### src/npc_pkg.sv
// Shared types and constants for the nearest palette color search.
// Used by the controller, the datapath and the top level; no dependencies.
package npc_pkg;

   // request opcodes
   localparam logic OP_WRITE = 1'b0;
   localparam logic OP_QUERY = 1'b1;

   // field widths fixed by the interface
   localparam int CHAN_W   = 8;
   localparam int INDEX_W  = 8;
   localparam int SIZE_W   = 9;
   localparam int ENTRY_W  = 3 * CHAN_W;
   localparam int SQ_W     = 2 * CHAN_W;
   localparam int DIST_W   = SQ_W + 2;

   // configuration port
   localparam int CSR_ADDR_W = 3;
   localparam int CSR_DATA_W = 32;
   localparam logic REG_PALETTE_SIZE = 1'b0;

   // commands from the controller to the datapath
   typedef struct packed {
      logic write;
      logic load;
      logic step;
   } cmd_type;

   // status from the datapath to the controller
   typedef struct packed {
      logic size_zero;
      logic last;
      logic pipe_busy;
   } status_type;

endpackage

### src/npc_ctrl.sv
// Controller: sequences write, scan and drain phases and raises the result strobe.
// Depends on npc_pkg for opcodes and the command and status structs.
module npc_ctrl (
   input  logic                 clock,
   input  logic                 reset,
   input  logic                 start,
   input  logic                 op,
   output logic                 busy,
   output logic                 rsp_valid,
   output npc_pkg::cmd_type     cmd,
   input  npc_pkg::status_type  status
);

   typedef enum logic [1:0] {
      ST_IDLE,
      ST_SCAN,
      ST_DRAIN
   } state_type;

   state_type state_ff, state_in;
   logic      rsp_valid_ff, rsp_valid_in;
   logic      accept;

   assign accept = start && (state_ff == ST_IDLE);

   // next state and commands
   always_comb begin
      state_in     = state_ff;
      rsp_valid_in = 1'b0;
      cmd          = '0;
      unique case (state_ff)
         ST_IDLE: begin
            if (accept) begin
               if (op == npc_pkg::OP_WRITE) begin
                  cmd.write = 1'b1;
               end else begin
                  cmd.load = 1'b1;
                  if (status.size_zero) begin
                     rsp_valid_in = 1'b1;
                  end else begin
                     state_in = ST_SCAN;
                  end
               end
            end
         end
         ST_SCAN: begin
            cmd.step = 1'b1;
            if (status.last) begin
               state_in = ST_DRAIN;
            end
         end
         ST_DRAIN: begin
            if (!status.pipe_busy) begin
               state_in     = ST_IDLE;
               rsp_valid_in = 1'b1;
            end
         end
         default: begin
            state_in = ST_IDLE;
         end
      endcase
   end

   // hold state and the result strobe
   always_ff @(posedge clock) begin
      if (reset) begin
         state_ff     <= ST_IDLE;
         rsp_valid_ff <= 1'b0;
      end else begin
         state_ff     <= state_in;
         rsp_valid_ff <= rsp_valid_in;
      end
   end

   assign busy      = (state_ff != ST_IDLE);
   assign rsp_valid = rsp_valid_ff;

`ifndef NO_ASSERTIONS
   a_idle_pipe_empty: assert property (@(posedge clock) disable iff (reset)
      !busy |-> !status.pipe_busy)
      else $error("distance pipeline active while idle");

   a_rsp_when_idle: assert property (@(posedge clock) disable iff (reset)
      rsp_valid |-> !busy)
      else $error("result strobe while a scan is running");

   a_busy_from_start: assert property (@(posedge clock) disable iff (reset)
      $rose(busy) |-> $past(start) && $past(op) == npc_pkg::OP_QUERY)
      else $error("scan began without a query request");
`endif

endmodule

### config.mk
export PLATFORM = sky130hd
export DESIGN_NAME = npc_ctrl
export DESIGN_NICKNAME = d
export VERILOG_FILES = /design/src/npc_pkg.sv /design/src/npc_ctrl.sv
export SDC_FILE = /design/constraint.sdc
export NUM_CORES = 1
export LEC_CHECK = 0
export ABC_AREA = 1
export ABC_CLOCK_PERIOD_IN_PS = 800
export BUFFER_PORTS_ARGS = -buffer_cell sky130_fd_sc_hd__buf_2
export CORE_AREA = 2 2 39 41
export DETAILED_ROUTE_END_ITERATION = 16
export DIE_AREA = 0 0 41 43
export HOLD_SLACK_MARGIN = 0.15
export SLEW_MARGIN = 10
export SYNTH_ARGS = -nofsm -noshare
export SYNTH_HDL_FRONTEND = slang
export SYNTH_SLANG_ARGS = --single-unit
### constraint.sdc
create_clock -name clock -period 0.8 [get_ports clock]
set_input_delay 0.08 -clock clock [delete_from_list [all_inputs] [get_ports clock]]
set_output_delay 0.08 -clock clock [all_outputs]
set_load 0.005 [all_outputs]
==> tab_implementation.tex, run 1 <==
\begin{tabular}{lr}
\hline
Metric & Value \\
\hline
\multicolumn{2}{l}{\textbf{Run status}} \\
\quad Status & finished, violations left \\
\quad Failing checks & setup timing \\
\multicolumn{2}{l}{\textbf{Clock tree}} \\
\quad Clock slew seen by the registers of the worst setup and hold paths & 40 ps \\
\quad Number of H-tree levels & 1 \\
\quad Clock tree from TritonCTS & built \\
\quad Clk buf depth & 2 \\
\quad Hold-fix buffers at CTS & 1 \\
\quad Buffer type at the clock tree root & sky130\_fd\_sc\_hd\_\_clkbuf\_4 \\
\quad Clk sink count & 3 \\
\quad Number of buffers added by the clock tree synthesis step & 3 \\
\quad Clock latency of the later-clocked register in the worst-skew pair & 230 ps \\
\multicolumn{2}{l}{\textbf{Setup path}} \\
\quad Reg2reg start & state\_ff[1] \\
\quad Destination of the worst register-to-register timing path & state\_ff[1] \\
\quad R2R setup slack & -90 ps \\
\quad Launching element type of the critical path & flop \\
\quad Type of element capturing the critical path & output port \\
\quad Worst reg2reg path depth & 6 \\
\quad Required @ worst endpoint & between 700 and 800 ps \\
\quad Maximum fanout along the worst path & 4 \\
\quad Worst EP arrival & $\sim$970 ps \\
\quad CP Class & flop to output port \\
\multicolumn{2}{l}{\textbf{Job}} \\
\quad Max\_cap viols & 0 \\
\multicolumn{2}{l}{\textbf{Routing}} \\
\quad DR WL/cell & $\sim$7.4 µm \\
\quad Pre-antenna DRT Iters & 1 \\
\quad Routed vias & about 230 \\
\quad Starting DRC count in detailed routing & 0 \\
\quad Final wirelength & roughly 480 µm \\
\quad Antenna Violating Nets Remaining & 0 \\
\quad Detail-routed via count per cell & 3.569 \\
\quad DRC errors left & 0 \\
\multicolumn{2}{l}{\textbf{Worst hold path}} \\
\quad Beginning of the worst hold path & status[2] \\
\quad End point of the most critical hold path & state\_ff[0] \\
\quad Path category of the worst min-delay check & primary input to flop \\
\quad Hold-critical path depth & 4 \\
\multicolumn{2}{l}{\textbf{Place}} \\
\quad Final GP Congestion & 0.6211 \\
\quad Worst setup timing slack at the placement stage & -70.92 ps \\
\quad IO buf count & 11 \\
\quad Instance area after placement & about 260 µm² \\
\quad Hpwl dp & 344.1 µm \\
\multicolumn{2}{l}{\textbf{Final layout}} \\
\quad Area growth from synthesis to layout & 89.80\% \\
\quad Post-layout nets & 57 \\
\quad Ratio of cells with drive above 1 in the final layout & 0.5102 \\
\quad Post-layout util & 0.2523 \\
\quad N\_diodes & 0 \\
\quad Cell area after layout & 349.1 µm² \\
\multicolumn{2}{l}{\textbf{Yosys}} \\
\quad Count of cell types in the netlist & 9 \\
\quad Biggest area consumer among synthesized cells & sky130\_fd\_sc\_hd\_\_dfxtp\_1 \\
\quad Average size of a mapped cell & 5.933 µm² \\
\quad EDFF count, synth & 0 \\
\quad Warnings from Yosys & 0 \\
\quad Post-Syn Nets & 38 \\
\quad Proportion of register bits with asynchronous set or reset after synthesis & 0 \\
\quad Fraction of post-synthesis cell area in the top cell type by area & 0.3265 \\
\quad Post-Syn Area & 183.9 µm² \\
\quad Count of mapped cells out of synthesis & 31 \\
\quad Most used flip-flop cell after synthesis & sky130\_fd\_sc\_hd\_\_dfxtp\_1 \\
\quad Commonest cells post-synth & sky130\_fd\_sc\_hd\_\_inv\_1, sky130\_fd\_sc\_hd\_\_nand2\_1, sky130\_fd\_sc\_hd\_\_dfxtp\_1, sky130\_fd\_sc\_hd\_\_nand3\_1, sky130\_fd\_sc\_hd\_\_nor2\_1 \\
\quad Synth Register Bits & 3 \\
\quad Synth area leaders & sky130\_fd\_sc\_hd\_\_dfxtp\_1, sky130\_fd\_sc\_hd\_\_inv\_1, sky130\_fd\_sc\_hd\_\_nand2\_1 \\
\quad Cell with the most instances after synthesis & sky130\_fd\_sc\_hd\_\_inv\_1 \\
\quad Part of the Yosys area used for sequential elements & 0.3265 \\
\multicolumn{2}{l}{\textbf{Timing}} \\
\quad Final Critical Period & 1048 ps \\
\quad Final worst-path cycle share & 1.310 \\
\quad Hold violation count in the final report & 0 \\
\quad Final-report max-slew violation count & 0 \\
\quad Worst slew margin relative to its limit & 0.8940 \\
\quad Final setup fails & 6 \\
\quad Final WS setup & -247.9 ps \\
\quad Fmax & 0.9543 GHz \\
\quad Final setup skew & 3.679 ps \\
\quad Worst Tran Pin Value & 158.8 ps \\
\quad Unrepaired setup endpoints after global routing & yes \\
\multicolumn{2}{l}{\textbf{Power and ir drop}} \\
\quad Ratio of total power to cell area & around 1500 nW/µm² \\
\quad Total leakage power & $\sim$0.00020 µW \\
\quad Maximum resistive drop on vdd & roughly 0.44 mV \\
\multicolumn{2}{l}{\textbf{Floorplanning}} \\
\quad Die Area & 1763 µm² \\
\quad Die Width & between 40 and 50 µm \\
\quad Number of cell rows & 14 \\
\quad Height of the chip & about 43 µm \\
\quad Effective utilization at floorplan & 0.1329 \\
\quad Top-Level Pins & 12 \\
\quad Floorplan core area & roughly 1400 µm² \\
\multicolumn{2}{l}{\textbf{GRT}} \\
\quad Antenna violations before repair & 0 \\
\quad Overall Global Routing Usage & 0.06814 \\
\quad Maximum number of pins on one net before global-route repair & 5 \\
\quad Number of global-route vias before repair & about 220 \\
\quad Total gr overflow & 0 \\
\quad Global-route wire length before repair & $\sim$720 µm \\
\hline
\end{tabular}
==> layout by cell type, fill, tap and decap left out <==
master / netlist / final
sky130_fd_sc_hd__buf_6: 0 / 1
sky130_fd_sc_hd__buf_4: 0 / 1
sky130_fd_sc_hd__dfxtp_1: 3 / 1
sky130_fd_sc_hd__inv_1: 10 / 9
sky130_fd_sc_hd__nand3b_1: 1 / 1
sky130_fd_sc_hd__buf_2: 0 / 11
sky130_fd_sc_hd__nand2_1: 7 / 5
sky130_fd_sc_hd__clkbuf_1: 0 / 1
sky130_fd_sc_hd__a21oi_2: 0 / 2
sky130_fd_sc_hd__clkbuf_4: 0 / 3
sky130_fd_sc_hd__nor2_1: 3 / 3
sky130_fd_sc_hd__nand3_4: 0 / 1
sky130_fd_sc_hd__inv_2: 0 / 1
sky130_fd_sc_hd__dfxtp_4: 0 / 1
sky130_fd_sc_hd__nand3_1: 3 / 3
sky130_fd_sc_hd__nor2_4: 0 / 1
sky130_fd_sc_hd__dlygate4sd3_1: 0 / 1
sky130_fd_sc_hd__nand2_2: 0 / 1
sky130_fd_sc_hd__dfxtp_2: 0 / 1
sky130_fd_sc_hd__nand2_4: 0 / 1
==> how the worst max path moves through the flow <==
stage / startpoint / end / slack [ps] / cells past startpoint
6_report: state_ff[1] / cmd[1] / -250 / 4
5_1_grt: state_ff[1] / cmd[1] / -300 / 4
4_1_cts: state_ff[0] / cmd[2] / -280 / 4
3_5_place_dp: state_ff[1] / cmd[2] / -70 / 4
3_3_place_gp: state_ff[1] / cmd[2] / -30 / 4
2_1_floorplan: state_ff[1] / state_ff[1] / 50 / 5
==> through the flow <==
| step | cells | TNS, ps | total power [µW] | hold slack, ps |
|---|---|---|---|---|
| after CTS | 65 | -1099 | 539.3 | 103.7 |
| after global placement | 58 | -70.21 | 238.8 | 279.4 |
| after global routing | 65 | -1328 | 573.4 | 139.2 |
| final | 65 | -1008 | 536.3 | 126.4 |
| after detailed placement | 58 | -157.3 | 239.7 | 275.2 |
| after floorplan | 31 | 0 | 201.8 | 149.1 |
==> report_power, final <==
part	internal [µW]	switching [µW]	leakage, µW
clock network	187	83.8	0.0000150
logic	53.2	50.5	0.000163
registers	155	6.16	0.0000256
==> worst max-delay path, cell delays in order (launching register included) <==
cell,delay (ps)
sky130_fd_sc_hd__dfxtp_2,330
sky130_fd_sc_hd__nor2_4,140
sky130_fd_sc_hd__nand2_2,60
sky130_fd_sc_hd__nor2_1,90
sky130_fd_sc_hd__buf_2,110
==> state kept, by name, summed over array words and instances, names as in the netlist <==
signal	cells
state_ff	2
rsp_valid	1
==> kinds of logic after synthesis <==
family | Yosys count | share of synthesized area
buffers and inverters | 10 | 0.2041
and+or+nand+nor | 16 | 0.4150
DFF | 3 | 0.3265
AOI/OAI and AO/OA | 2 | 0.05442
==> metal layers <==
layer | GRT usage | wire length, µm | part of all wire
met5 | 0 | 0 | 0
met4 | 0.08000 | 0 | 0
met3 | 0.03141 | 25 | 0.052
met1 | 0.04153 | 184 | 0.38
met2 | 0.1156 | 271 | 0.56
==> cell type report <==
cell class,instances,area [µm²]
fill,154,1035
multi-input combinational,18,116.4
timing repair buffer,14,83.83
sequential,3,65.06
inverter,10,37.54
clock buffer,4,26.28
tap,16,20.02
==> timing repair <==
item,CTS,global route
endpoints found under the setup margin,6,7
endpoints found under the hold margin,2,1
buffers inserted,2,0
pin swaps,5,3
cloned,0,0
resized for setup,7,5
(Power assumes the default switching activity.)
==> inputs of run 2 (changes only) <==
Settings changed: TNS_END_PERCENT set to 20.
==> tab_implementation.tex, run 2 (synthesis gave the netlist of run 1 again) <==
\begin{tabular}{lr}
\hline
Metric & Value \\
\hline
\multicolumn{2}{l}{\textbf{Power and ir drop}} \\
\quad Ratio of total power to cell area & 1585 nW/µm² \\
\quad Maximum resistive drop on vdd & 0.4310 mV \\
\quad Total leakage power & 0.0002015 µW \\
\quad Final Total Pwr & 527.4 µW \\
\multicolumn{2}{l}{\textbf{Timing}} \\
\quad Final WS setup & -242.8 ps \\
\quad Fmax & 0.9590 GHz \\
\quad Hold violation count in the final report & 0 \\
\quad Final Critical Period & 1043 ps \\
\quad Final setup skew & 3.145 ps \\
\quad Worst Tran Pin Value & 113.6 ps \\
\quad Final-report max-slew violation count & 0 \\
\quad Final worst-path cycle share & 1.303 \\
\quad Final setup fails & 6 \\
\quad Fin Setup TNS & -946.0 ps \\
\quad Unrepaired setup endpoints after global routing & yes \\
\quad Worst slew margin relative to its limit & 0.9241 \\
\multicolumn{2}{l}{\textbf{Final layout}} \\
\quad Most flops, register & state\_ff \\
\quad N\_diodes & 0 \\
\quad Area growth from synthesis to layout & 80.95\% \\
\quad Non-filler cells, final & 65 \\
\quad Flip-flop count of the largest register, all copies and words added & 2 \\
\quad Post-layout nets & 57 \\
\quad Cell area after layout & 332.8 µm² \\
\quad Ratio of cells with drive above 1 in the final layout & 0.4898 \\
\quad Most common cell after layout, fill and taps aside & sky130\_fd\_sc\_hd\_\_buf\_2 \\
\quad Commonest non-fill, non-tap cells in the layout & sky130\_fd\_sc\_hd\_\_buf\_2, sky130\_fd\_sc\_hd\_\_inv\_1, sky130\_fd\_sc\_hd\_\_nand2\_1 \\
\multicolumn{2}{l}{\textbf{Setup path}} \\
\quad Worst reg2reg path depth & 6 \\
\quad Number of buffer and inverter instances along the worst setup path & 1 \\
\quad Launching element type of the critical path & flop \\
\quad CP Class & flop to output port \\
\quad Type of element capturing the critical path & output port \\
\quad Maximum fanout along the worst path & 4 \\
\quad Slowest cell on the critical path & sky130\_fd\_sc\_hd\_\_dfxtp\_2 \\
\quad Longest individual stage delay on the worst path & 330 ps \\
\quad Worst path cell trace & nor2\_4 -> nand2\_2 -> nor2\_1 -> buf\_2 \\
\quad R2R setup slack & -50 ps \\
\quad Start point of the critical path & state\_ff[1] \\
\quad Kind of cell with the highest combined delay on the critical path & flip-flops \\
\quad Worst EP arrival & 960 ps \\
\quad Cell depth of the worst setup path & 4 \\
\quad Capture point of the critical path & cmd[2] \\
\quad Required @ worst endpoint & 720 ps \\
\quad Reg2reg start & state\_ff[0] \\
\quad Destination of the worst register-to-register timing path & state\_ff[1] \\
\multicolumn{2}{l}{\textbf{GRT}} \\
\quad Antenna violations before repair & 0 \\
\quad Maximum number of pins on one net before global-route repair & 5 \\
\quad Global-route wire length before repair & 717 µm \\
\quad Overall Global Routing Usage & 0.06814 \\
\quad Total gr overflow & 0 \\
\quad Number of global-route vias before repair & 224 \\
\multicolumn{2}{l}{\textbf{Run status}} \\
\quad Failing checks & setup timing \\
\quad Status & finished, violations left \\
\multicolumn{2}{l}{\textbf{Clock tree}} \\
\quad Clock tree from TritonCTS & built \\
\quad Number of buffers added by the clock tree synthesis step & 3 \\
\quad Number of H-tree levels & 1 \\
\quad Clock latency of the later-clocked register in the worst-skew pair & 230 ps \\
\quad Clk buf depth & 2 \\
\quad Buffer type at the clock tree root & sky130\_fd\_sc\_hd\_\_clkbuf\_4 \\
\quad Clock slew seen by the registers of the worst setup and hold paths & 40 ps \\
\quad Hold-fix buffers at CTS & 1 \\
\quad Clk sink count & 3 \\
\multicolumn{2}{l}{\textbf{Job}} \\
\quad Max\_cap viols & 0 \\
\multicolumn{2}{l}{\textbf{Routing}} \\
\quad Pre-antenna DRT Iters & 1 \\
\quad Final wirelength & 453 µm \\
\quad DRC errors left & 0 \\
\quad Starting DRC count in detailed routing & 0 \\
\quad Antenna Violating Nets Remaining & 0 \\
\quad Detail-routed via count per cell & 3.554 \\
\quad Routed vias & 231 \\
\quad DR WL/cell & 6.969 µm \\
\multicolumn{2}{l}{\textbf{Floorplanning}} \\
\quad Height of the chip & around 43 µm \\
\quad Die Width & between 40 and 50 µm \\
\quad Die Area & 1763 µm² \\
\quad Floorplan core area & 1384 µm² \\
\quad Number of cell rows & 14 \\
\quad Effective utilization at floorplan & 0.1329 \\
\quad Top-Level Pins & 12 \\
\multicolumn{2}{l}{\textbf{Worst hold path}} \\
\quad Path category of the worst min-delay check & primary input to flop \\
\quad Beginning of the worst hold path & status[2] \\
\multicolumn{2}{l}{\textbf{Place}} \\
\quad Final GP Congestion & 0.6211 \\
\quad Cell count after placement & between 50 and 60 \\
\quad IO buf count & 11 \\
\quad Hpwl dp & 344.1 µm \\
\quad Worst setup timing slack at the placement stage & -70.92 ps \\
\quad Instance area after placement & 259.0 µm² \\
\hline
\end{tabular}
-- run 2: routing by layer --
| layer | track usage | vias up | part of all wire | wire (µm) |
|---|---|---|---|---|
| met5 | 0 | - | 0 | 0 |
| li1 | - | 127 | - | - |
| met3 | 0.03141 | 0 | 0.075 | 34 |
| met4 | 0.08000 | 0 | 0 | 0 |
| met2 | 0.1156 | 4 | 0.55 | 248 |
| met1 | 0.04153 | 100 | 0.38 | 171 |
-- run 2: area by class of cell --
class	instances	area, µm²
timing repair buffer	14	83.83
tap	16	20.02
sequential	3	65.06
multi-input combinational	18	100.1
inverter	10	37.54
clock buffer	4	26.28
fill	156	1051
-- run 2: power by group --
group	internal (µW)	switching [µW]	leakage, µW
logic	50.7	45.0	0.000161
clock network	187	82.9	0.0000150
registers	155	6.12	0.0000256
total	393	134	0.000201
-- run 2: repair_timing --
action,in CTS,in global routing
gates resized for setup,7,2
endpoints found under the setup margin,6,7
setup buffers,2,0
endpoints found under the hold margin,2,1
pin swaps,3,2
-- run 2: worst min path at each step --
stage | endpoint | slack [ps] | cells past startpoint
2_1_floorplan | rsp_valid | 150 | 1
3_3_place_gp | state_ff[0] | 280 | 2
3_5_place_dp | rsp_valid | 280 | 2
4_1_cts | state_ff[0] | 100 | 4
5_1_grt | state_ff[0] | 120 | 4
6_report | state_ff[0] | 110 | 4
-- run 2: worst min-delay path, delay by kind of cell --
family | cells | cell delay [ps]
buf+inv | 1 | 80
compound gates | 1 | 50
simple gates | 2 | 80
-- run 2: through the flow --
| stage | hold slack (ps) | util |
|---|---|---|
| CTS | 103.7 | 0.2351 |
| global route | 117.5 | 0.2405 |
| finish | 107.0 | 0.2405 |
| global placement | 279.4 | 0.1872 |
| detailed placement | 275.2 | 0.1872 |
| floorplan | 149.1 | - |
